[config.mk]
export PLATFORM = sky130hd
export DESIGN_NAME = sfa_ctrl
export DESIGN_NICKNAME = d
export VERILOG_FILES = /design/src/hdl/sfa_pkg.sv /design/src/hdl/sfa_ctrl.sv
export VERILOG_INCLUDE_DIRS = /design/src /design/src/hdl
export SDC_FILE = /design/constraint.sdc
export NUM_CORES = 1
export LEC_CHECK = 0
export BUFFER_PORTS_ARGS = -buffer_cell sky130_fd_sc_hd__buf_2
export CORE_MARGIN = 10
export CORE_UTILIZATION = 40
export CTS_CLUSTER_SIZE = 28
export DETAILED_ROUTE_END_ITERATION = 16
export HOLD_SLACK_MARGIN = 0.12
export PLACE_DENSITY_LB_ADDON = 0.25
export SYNTH_ARGS = -nofsm -noshare
export SYNTH_HDL_FRONTEND = slang
export SYNTH_SLANG_ARGS = --single-unit
[constraint.sdc]
create_clock -name clk -period 2.6 [get_ports clk]
set_clock_uncertainty 0.2 [all_clocks]
set_input_delay 0.65 -clock clk [delete_from_list [all_inputs] [get_ports clk]]
set_output_delay 0.65 -clock clk [all_outputs]
set_load 0.01 [all_outputs]
[src/hdl/assert_macros.svh]
// Shared concurrent assertion forms.
`ifndef ASSERT_MACROS_SVH
`define ASSERT_MACROS_SVH

// same-cycle implication
`define ASSERT_IMPL(label, clk, rst_n, ante, cons) \
  label: assert property (@(posedge clk) disable iff (!rst_n) (ante) |-> (cons)) \
    else $error("%m: check failed");

// next-cycle implication
`define ASSERT_NEXT(label, clk, rst_n, ante, cons) \
  label: assert property (@(posedge clk) disable iff (!rst_n) (ante) |=> (cons)) \
    else $error("%m: check failed");

`endif

[src/hdl/sfa_pkg.sv]
`timescale 1ns / 1ps
package sfa_pkg;

  localparam int ADDR_BITS   = 32;
  localparam int BLK_W       = ADDR_BITS - 4;
  localparam int NUM_LEVELS  = 32;
  localparam int LVL_W       = $clog2(NUM_LEVELS);
  localparam int SUB_W       = 3;
  localparam int CLS_W       = LVL_W + SUB_W;
  localparam int NUM_CLASSES = NUM_LEVELS * 8;
  localparam int STACK_DEPTH = 16;
  localparam int STK_IDX_W   = $clog2(STACK_DEPTH);
  localparam int CNT_W       = $clog2(STACK_DEPTH + 1);
  localparam int STK_AW      = CLS_W + STK_IDX_W;

  typedef enum logic [1:0] {
    MODE_ALLOC = 2'd0,
    MODE_FREE  = 2'd1,
    MODE_ADD   = 2'd2,
    MODE_NONE  = 2'd3
  } mode_t;

  typedef enum logic [1:0] {
    ST_OK    = 2'd0,
    ST_NOFIT = 2'd1,
    ST_OVF   = 2'd2
  } status_t;

  typedef struct packed {
    logic [1:0]  mode;
    logic [31:0] request_size;
    logic [31:0] block_address;
  } in_word_t;

  typedef struct packed {
    logic [31:0] granted_address;
    logic [32:0] granted_size;
    logic [1:0]  status;
  } out_word_t;

  typedef struct packed {
    logic load;
    logic dec;
    logic srch;
    logic srch2;
    logic pop_rd;
    logic pop_cnt;
    logic pop_dat;
    logic carve;
    logic push_rd;
    logic push_wr;
  } cmd_t;

  typedef struct packed {
    mode_t mode;
    logic  hit_here;
    logic  hit_higher;
    logic  split;
    logic  carve_more;
    logic  carving;
  } sts_t;

  typedef struct packed {
    logic [31:0]      piece;
    logic [LVL_W-1:0] lvl;
    logic [SUB_W-1:0] sub;
  } piece_t;

  function automatic logic [LVL_W-1:0] msb_idx(input logic [31:0] v);
    logic [LVL_W-1:0] r;
    r = '0;
    for (int i = 0; i < 32; i++) begin
      if (v[i]) r = LVL_W'(i);
    end
    return r;
  endfunction

  function automatic logic [LVL_W-1:0] lsb_idx32(input logic [31:0] v);
    logic [LVL_W-1:0] r;
    r = '0;
    for (int i = 31; i >= 0; i--) begin
      if (v[i]) r = LVL_W'(i);
    end
    return r;
  endfunction

  function automatic logic [SUB_W-1:0] lsb_idx8(input logic [7:0] v);
    logic [SUB_W-1:0] r;
    r = '0;
    for (int i = 7; i >= 0; i--) begin
      if (v[i]) r = SUB_W'(i);
    end
    return r;
  endfunction

  // 2^l + 2^(l-3) * (1 + s)
  function automatic logic [32:0] class_bytes(input logic [LVL_W-1:0] l,
                                              input logic [SUB_W-1:0] s);
    logic [32:0] a;
    logic [32:0] b;
    a = 33'd1 << l;
    b = 33'({1'b0, s} + 4'd1) << (l - LVL_W'(3));
    return a + b;
  endfunction

  // largest class piece from the top four significant bits of a region size
  function automatic piece_t carve_piece(input logic [31:0] size);
    piece_t           p;
    logic [LVL_W-1:0] t;
    logic [31:0]      pm1;
    t       = msb_idx(size);
    p.piece = size & ({32{1'b1}} << (t - LVL_W'(3)));
    pm1     = p.piece - 32'd1;
    p.lvl   = (p.piece == (32'd1 << t)) ? t - LVL_W'(1) : t;
    p.sub   = SUB_W'(pm1 >> (p.lvl - LVL_W'(3)));
    return p;
  endfunction

endpackage

[src/hdl/sfa_ctrl.sv]
`timescale 1ns / 1ps
`include "assert_macros.svh"
module sfa_ctrl (
  input  logic          clk,
  input  logic          rst_n,
  input  logic          start,
  output logic          busy,
  output logic          out_valid,
  output sfa_pkg::cmd_t cmd,
  input  sfa_pkg::sts_t sts
);

  typedef enum logic [10:0] {
    S_IDLE    = 11'b00000000001,
    S_DEC     = 11'b00000000010,
    S_SRCH    = 11'b00000000100,
    S_SRCH2   = 11'b00000001000,
    S_POP_RD  = 11'b00000010000,
    S_POP_CNT = 11'b00000100000,
    S_POP_DAT = 11'b00001000000,
    S_CARVE   = 11'b00010000000,
    S_PUSH_RD = 11'b00100000000,
    S_PUSH_WR = 11'b01000000000,
    S_DONE    = 11'b10000000000
  } state_t;

  state_t state_r, state_nxt;

  always_comb begin
    state_nxt = state_r;
    unique case (state_r)
      S_IDLE: begin
        if (start) state_nxt = S_DEC;
      end
      S_DEC: begin
        unique case (sts.mode)
          sfa_pkg::MODE_ALLOC: state_nxt = S_SRCH;
          sfa_pkg::MODE_FREE:  state_nxt = S_PUSH_RD;
          sfa_pkg::MODE_ADD:   state_nxt = S_CARVE;
          sfa_pkg::MODE_NONE:  state_nxt = S_DONE;
        endcase
      end
      S_SRCH: begin
        priority if (sts.hit_here) state_nxt = S_POP_RD;
        else if (sts.hit_higher)   state_nxt = S_SRCH2;
        else                       state_nxt = S_DONE;
      end
      S_SRCH2:   state_nxt = S_POP_RD;
      S_POP_RD:  state_nxt = S_POP_CNT;
      S_POP_CNT: state_nxt = S_POP_DAT;
      S_POP_DAT: state_nxt = sts.split ? S_CARVE : S_DONE;
      S_CARVE:   state_nxt = sts.carve_more ? S_PUSH_RD : S_DONE;
      S_PUSH_RD: state_nxt = S_PUSH_WR;
      S_PUSH_WR: state_nxt = sts.carving ? S_CARVE : S_DONE;
      S_DONE:    state_nxt = S_IDLE;
      default:   state_nxt = S_IDLE;
    endcase
  end

  always_ff @(posedge clk) begin
    if (!rst_n) begin
      state_r <= S_IDLE;
    end else begin
      state_r <= state_nxt;
    end
  end

  assign busy      = (state_r != S_IDLE);
  assign out_valid = (state_r == S_DONE);

  assign cmd.load    = (state_r == S_IDLE) && start;
  assign cmd.dec     = (state_r == S_DEC);
  assign cmd.srch    = (state_r == S_SRCH);
  assign cmd.srch2   = (state_r == S_SRCH2);
  assign cmd.pop_rd  = (state_r == S_POP_RD);
  assign cmd.pop_cnt = (state_r == S_POP_CNT);
  assign cmd.pop_dat = (state_r == S_POP_DAT);
  assign cmd.carve   = (state_r == S_CARVE);
  assign cmd.push_rd = (state_r == S_PUSH_RD);
  assign cmd.push_wr = (state_r == S_PUSH_WR);

  `ASSERT_NEXT(a_accept_dec, clk, rst_n, start && !busy, state_r == S_DEC)
  `ASSERT_NEXT(a_done_once, clk, rst_n, out_valid, !out_valid && !busy)

endmodule

==> key figures, run 1 <==
Run status
  • Status: complete, but fails checks
  • Failing checks: setup timing

Yosys
  • Cells after synthesis: 90
  • Async set or reset register ratio after synthesis: 0
  • Post-synth EDFFs: 0
  • Mean Syn Cell Area: between 8 and 9 sq um
  • Synthesized flop and latch total: 11
  • Syn. warnings: 0
  • Syn Std Cell Area: between 700 and 800 sq um
  • Mapped Nets: 100
  • Register area share after synthesis: 0.293
  • Distinct cells, synth: 36
  • Most used DFF post-synth: dfxtp_1
  • Synth area leaders: dfxtp_1 29%, nor2b_1 5.0%, nand2b_1 4.2%
  • Yosys top cell area share: 0.293
  • Leading area contributor after synthesis: dfxtp_1

Pwr
  • Flop pwr share: 0.484
  • Comb pwr share: 0.182
  • Clock network power share: 0.333
  • Peak VDD IR: 0.234 mV
  • Cell Pwr Density: roughly 380 nW/um^2
  • Switching share of power: 0.287
  • Internal: 261 uW
  • Leak: 0.436 nW
  • Sw Pwr: about 110 uW

Worst hold path
  • Hold WC Path Type: reg -> reg

Route
  • DRT Wirelength: 2.15 mm
  • Vias per cell: 5.58
  • DRC: 0
  • WL per Instance: about 15 microns
  • Drt pass-1 iters: 4
  • Iter 0 DRT Violations: 44
  • Post-route antenna net violation count: 0
  • Vias post-DR: 803

Timing
  • Final Cycle Share: 1.00
  • Max Fclk: 0.384 GHz
  • Tmin final: 2.60 ns
  • Setup_tns: -0.00435 ns
  • Slew margin rel.: 0.729
  • RSZ-0062 raised after global routing: yes
  • Fin. max-slew vios: 0
  • Worst-Margin Slew: 0.405 ns
  • Final worst slack: -0.00435 ns
  • Final setup viols: 1
  • Final Hold Viols: 0

Die
  • Core ar.: roughly 1700 sq um
  • Die X-Extent: roughly 63 microns
  • Ports: 22
  • Initial Utilization: 0.430
  • Die H: 63.3 microns
  • Overall die area: roughly 4000 sq um
  • Rows: 15

Global routing
  • GRT Residual Overflow: 0
  • Gr usage total: 0.107
  • Initial antenna violation count: 0
  • First-pass GRT wire length: 3.54 mm
  • Vias in the first global route: between 700 and 800
  • Largest net degree at the start of global routing: 10

Final layout
  • Area grow syn2layout: 30.2%
  • Filler instances: 173
  • # diodes: 0
  • Top reg by flops: state_r
  • Largest registers: state_r: 11 flops
  • Layout cells sized above 1: 0.336
  • Nets@finish: 130
  • Max reg flops: 11
  • Design area: roughly 980 sq um

CTS
  • Deepest clock path buffer count: 2
  • Worst-Skew Late Latency: around 0.28 ns
  • CTS Root Cell: clkbuf_4
  • CTS buffer count: 3
  • H-tree Lvls: 1
  • Clock sink count: 11
  • CTS tree: yes
  • CTS Hold Bufs: 0
  • Reg clk slew, reported paths: 0.07 ns

Placed design
  • HPWL Detailed: about 1.6 mm
  • IO buf count: 21
  • Final Wtd Congestion: 0.825
  • Area post-placement: 913 sq um

Worst setup path
  • Crit path DAT: 1.75 ns
  • Max Fanout on Critical Path: 6
  • Critical Path RT: roughly 1.8 ns
  • Critical Path Start Type: register
  • Crit Path Class: reg -> out
  • Worst Setup End Kind: output port

Flow run
  • Max_cap viols: 0
-- placed cells by master (no fill, tap or decap), types with 3 or more instances in the layout --
cell	instances
buf_4	4
nor3_1	4
inv_1	4
nor3b_1	3
nor2_1	6
nand2_1	6
buf_2	21
clkbuf_4	3
nand2b_1	5
dfxtp_1	11
nor2b_1	6
-- final cells by class --
cell class | instances | area [sq um] | share of cell area
Multi-Input combinational cell | 74 | 538 | 0.551
Sequential cell | 11 | 220 | 0.225
Timing Repair Buffer | 26 | 146 | 0.150
Tap cell | 25 | 31.3 | 0.0320
Clock buffer | 4 | 26.3 | 0.0269
Inverter | 4 | 15.0 | 0.0154
-- metal layers --
layer	routed length [microns]	vias up	global-route usage
met5	0	-	0
met3	148	5	0.0336
li1	-	398	-
met1	934	366	0.121
met4	38	0	0.0574
met2	1030	34	0.172
-- power by group through the flow --
stage / Sequential [mW] / Clock (mW) / Combinational, mW
final: 0.178 / 0.122 / 0.0669
after global routing: 0.179 / 0.137 / 0.0740
after CTS: 0.177 / 0.125 / 0.0647
after floorplan: 0.180 / 0 / 0.0405
after detailed placement: 0.181 / 0 / 0.0635
after global placement: 0.181 / 0 / 0.0630
-- what timing repair did --
item                       4_1_cts  5_1_grt
setup endpoints to repair        4        7
pin swaps                        2        0
setup buffers                    0        0
gates resized for setup          4        4
-- Yosys cell counts, types with 2 or more instances --
cell type,count
and3_1,2
or3b_1,2
nand2b_1,5
o21ai_0,2
or2_2,2
nand4_1,2
nor2_1,8
nor3_1,6
nor3b_1,3
nor2b_1,6
or4_1,2
a32oi_1,2
or3_1,2
nand4b_1,2
a31oi_1,2
nor4_1,3
nand2_1,6
dfxtp_1,11
inv_1,4
and4_1,2
-- cells by family (layout without fill, tap and decap cells) --
logic type             Yosys count  count (layout)  synth area share
AO/OA/AOI/OAI                   14              14             0.160
AND/OR/NAND/NOR                 59              59             0.500
buffers and inverters            5              34            0.0350
flip-flops                      11              11             0.293
XOR/XNOR                         1               1            0.0117
-- metrics by stage --
| stage | setup WS [ns] | hold WS (ns) | util | power [mW] | std cells |
|---|---|---|---|---|---|
| 3_3_place_gp | 0.221 | 0.370 | 0.523 | 0.244 | 140 |
| 5_1_grt | -0.0577 | 0.420 | 0.560 | 0.390 | 144 |
| 6_report | -0.00435 | 0.410 | 0.560 | 0.367 | 144 |
| 3_5_place_dp | 0.213 | 0.373 | 0.523 | 0.244 | 140 |
| 4_1_cts | -0.00801 | 0.401 | 0.551 | 0.366 | 144 |
| 2_1_floorplan | 0.207 | 0.335 | - | 0.220 | 90 |
-- worst paths after layout --
| kind | from | to | slack [ns] | cells past startpoint |
|---|---|---|---|---|
| setup / recovery | state_r[5] | cmd[8] | -0.004 | 4 |
| hold / removal | state_r[4] | state_r[5] | 0.41 | 1 |
| setup reg to reg | state_r[5] | state_r[10] | 0.69 | 4 |
| hold reg to reg | state_r[4] | state_r[5] | 0.41 | 1 |
-- critical path, cell delays in order, from the launching register on --
cell and delay, ns:
dfxtp_1 0.32, or4_4 0.54, buf_6 0.16, nor4_4 0.27, buf_2 0.19
(Power assumes the default switching activity.)
==> inputs of run 2 (changes only) <==
==> constraint.sdc (replaced) <==
create_clock -name clk -period 2.6 [get_ports clk]
set_clock_uncertainty 0.2 [all_clocks]
set_input_delay 0.52 -clock clk [delete_from_list [all_inputs] [get_ports clk]]
set_output_delay 0.52 -clock clk [all_outputs]
set_load 0.01 [all_outputs]
==> key figures, run 2 (synthesis gave the netlist of run 1 again) <==
Run status
  • Status: finished clean

Placed design
  • IO buf count: 21
  • Final Wtd Congestion: 0.806
  • Setup WS pre-CTS: 0.171 ns
  • HPWL Detailed: ~1.6 mm

Flow run
  • Max_cap viols: 0

Worst setup path
  • Reg2reg start: state_r[5]
  • Critical Path Start Type: register
  • Critical Path RT: 1.88 ns
  • Crit Path Class: reg -> out
  • Reg2reg path depth: 3
  • Worst Setup End Kind: output port
  • Max Fanout on Critical Path: 7
  • RR Endpoint: state_r[0]
  • Crit path DAT: 1.81 ns
  • Reg2Reg Setup Slack: 0.65 ns

Timing
  • Tmin final: 2.53 ns
  • Fin. max-slew vios: 0
  • Final setup viols: 0
  • Slew margin rel.: 0.714
  • Final Hold Viols: 0
  • Final worst slack: 0.0666 ns
  • RSZ-0062 raised after global routing: yes
  • Max Fclk: 0.395 GHz
  • Worst-Margin Slew: 0.428 ns
  • Final Cycle Share: 0.974
  • Setup_tns: 0 ns

Worst hold path
  • Hold path depth: 3
  • Hold WC Path Type: in -> reg
  • Hold_sp: sts[0]
  • Hold Path Sink: state_r[7]

Die
  • Rows: 15
  • Die X-Extent: 63.3 microns
  • Die H: 63.3 microns
  • Core ar.: roughly 1700 sq um
  • Ports: 22
  • Overall die area: between 4000 and 5000 sq um
  • Initial Utilization: 0.430

CTS
  • CTS Root Cell: clkbuf_4
  • Worst-Skew Late Latency: between 0.2 and 0.3 ns
  • Clock sink count: 11
  • CTS tree: yes
  • H-tree Lvls: 1
  • Reg clk slew, reported paths: 0.08 ns
  • Deepest clock path buffer count: 2
  • CTS buffer count: 3
  • Postcts setup bufs: 0

Global routing
  • Initial antenna violation count: 0
  • Largest net degree at the start of global routing: 10
  • Vias in the first global route: just over 800
  • First-pass GRT wire length: 3.64 mm
  • Gr usage total: 0.107
  • GRT Residual Overflow: 0

Pwr
  • Clock network power share: 0.330
  • Pwr Total: 362 uW
  • Switching share of power: 0.283
  • Peak VDD IR: about 0.26 mV
  • Sw Pwr: 102 uW
  • Leak: 0.407 nW
  • Cell Pwr Density: ~400 nW/um^2
  • Flop pwr share: 0.490
  • Comb pwr share: 0.179
  • Internal: ~260 uW

Final layout
  • Max reg flops: 11
  • Top reg by flops: state_r
  • # diodes: 0
  • Commonest non-fill, non-tap cell in the layout: buf_2
  • Most frequent cells in the layout: 21 x buf_2, 11 x dfxtp_1, 8 x nor2_1, 6 x nand2_1, 6 x nor2b_1
  • Area grow syn2layout: 23.0%
  • Nets@finish: 125
  • Largest registers: state_r: 11 flops
  • Layout cells sized above 1: 0.289

Route
  • Post-route antenna net violation count: 0
  • WL per Instance: 14.8 microns
  • Drt pass-1 iters: 4
  • Vias per cell: 5.55
  • DRT Wirelength: 2.06 mm
  • DRC: 0
  • Vias post-DR: 772
  • Iter 0 DRT Violations: 21
-- run 2: critical path, cell delays in order (launching register included) --
cell and delay, ns:
dfxtp_1 0.38, or4_4 0.64, nor4_2 0.34, buf_2 0.19
-- run 2: layer usage --
metal	share of wire	track usage
met5	0	0
met4	0.0078	0.0355
met3	0.057	0.0371
met2	0.52	0.187
met1	0.42	0.115
-- run 2: area by class of cell --
class,count,area (sq um)
Sequential cell,11,220
Inverter,4,15.0
Tap cell,25,31.3
Timing Repair Buffer,21,105
Clock buffer,4,26.3
Fill cell,173,822
Multi-Input combinational cell,74,526
-- run 2: power by group through the flow --
stage | registers [mW] | clock network, mW | logic, mW
after floorplan | 0.180 | 0 | 0.0405
after global placement | 0.181 | 0 | 0.0629
after detailed placement | 0.181 | 0 | 0.0633
after CTS | 0.177 | 0.127 | 0.0640
after global routing | 0.178 | 0.132 | 0.0730
final | 0.177 | 0.120 | 0.0649
-- run 2: timing repair --
item	CTS	global route
gates resized for setup	2	2
pin swaps	0	1
hold buffers	0	0
gates cloned	0	0
endpoints found under the setup margin	4	4
-- run 2: worst max path at each step --
stage / start / slack [ns] / endpoint
2_1_floorplan: state_r[5] / 0.34 / cmd[2]
3_3_place_gp: state_r[5] / 0.23 / cmd[8]
3_5_place_dp: state_r[5] / 0.17 / cmd[2]
4_1_cts: state_r[5] / 0.03 / cmd[8]
5_1_grt: state_r[5] / -0.01 / cmd[9]
6_report: state_r[5] / 0.07 / cmd[2]
-- run 2: per-stage QoR --
step	cells	util	instance area [sq um]	hold WS, ns
finish	139	0.529	923	0.295
global route	139	0.529	923	0.318
CTS	139	0.523	912	0.287
detailed placement	135	0.502	876	0.373
global placement	135	0.502	876	0.369
floorplan	90	-	751	0.335
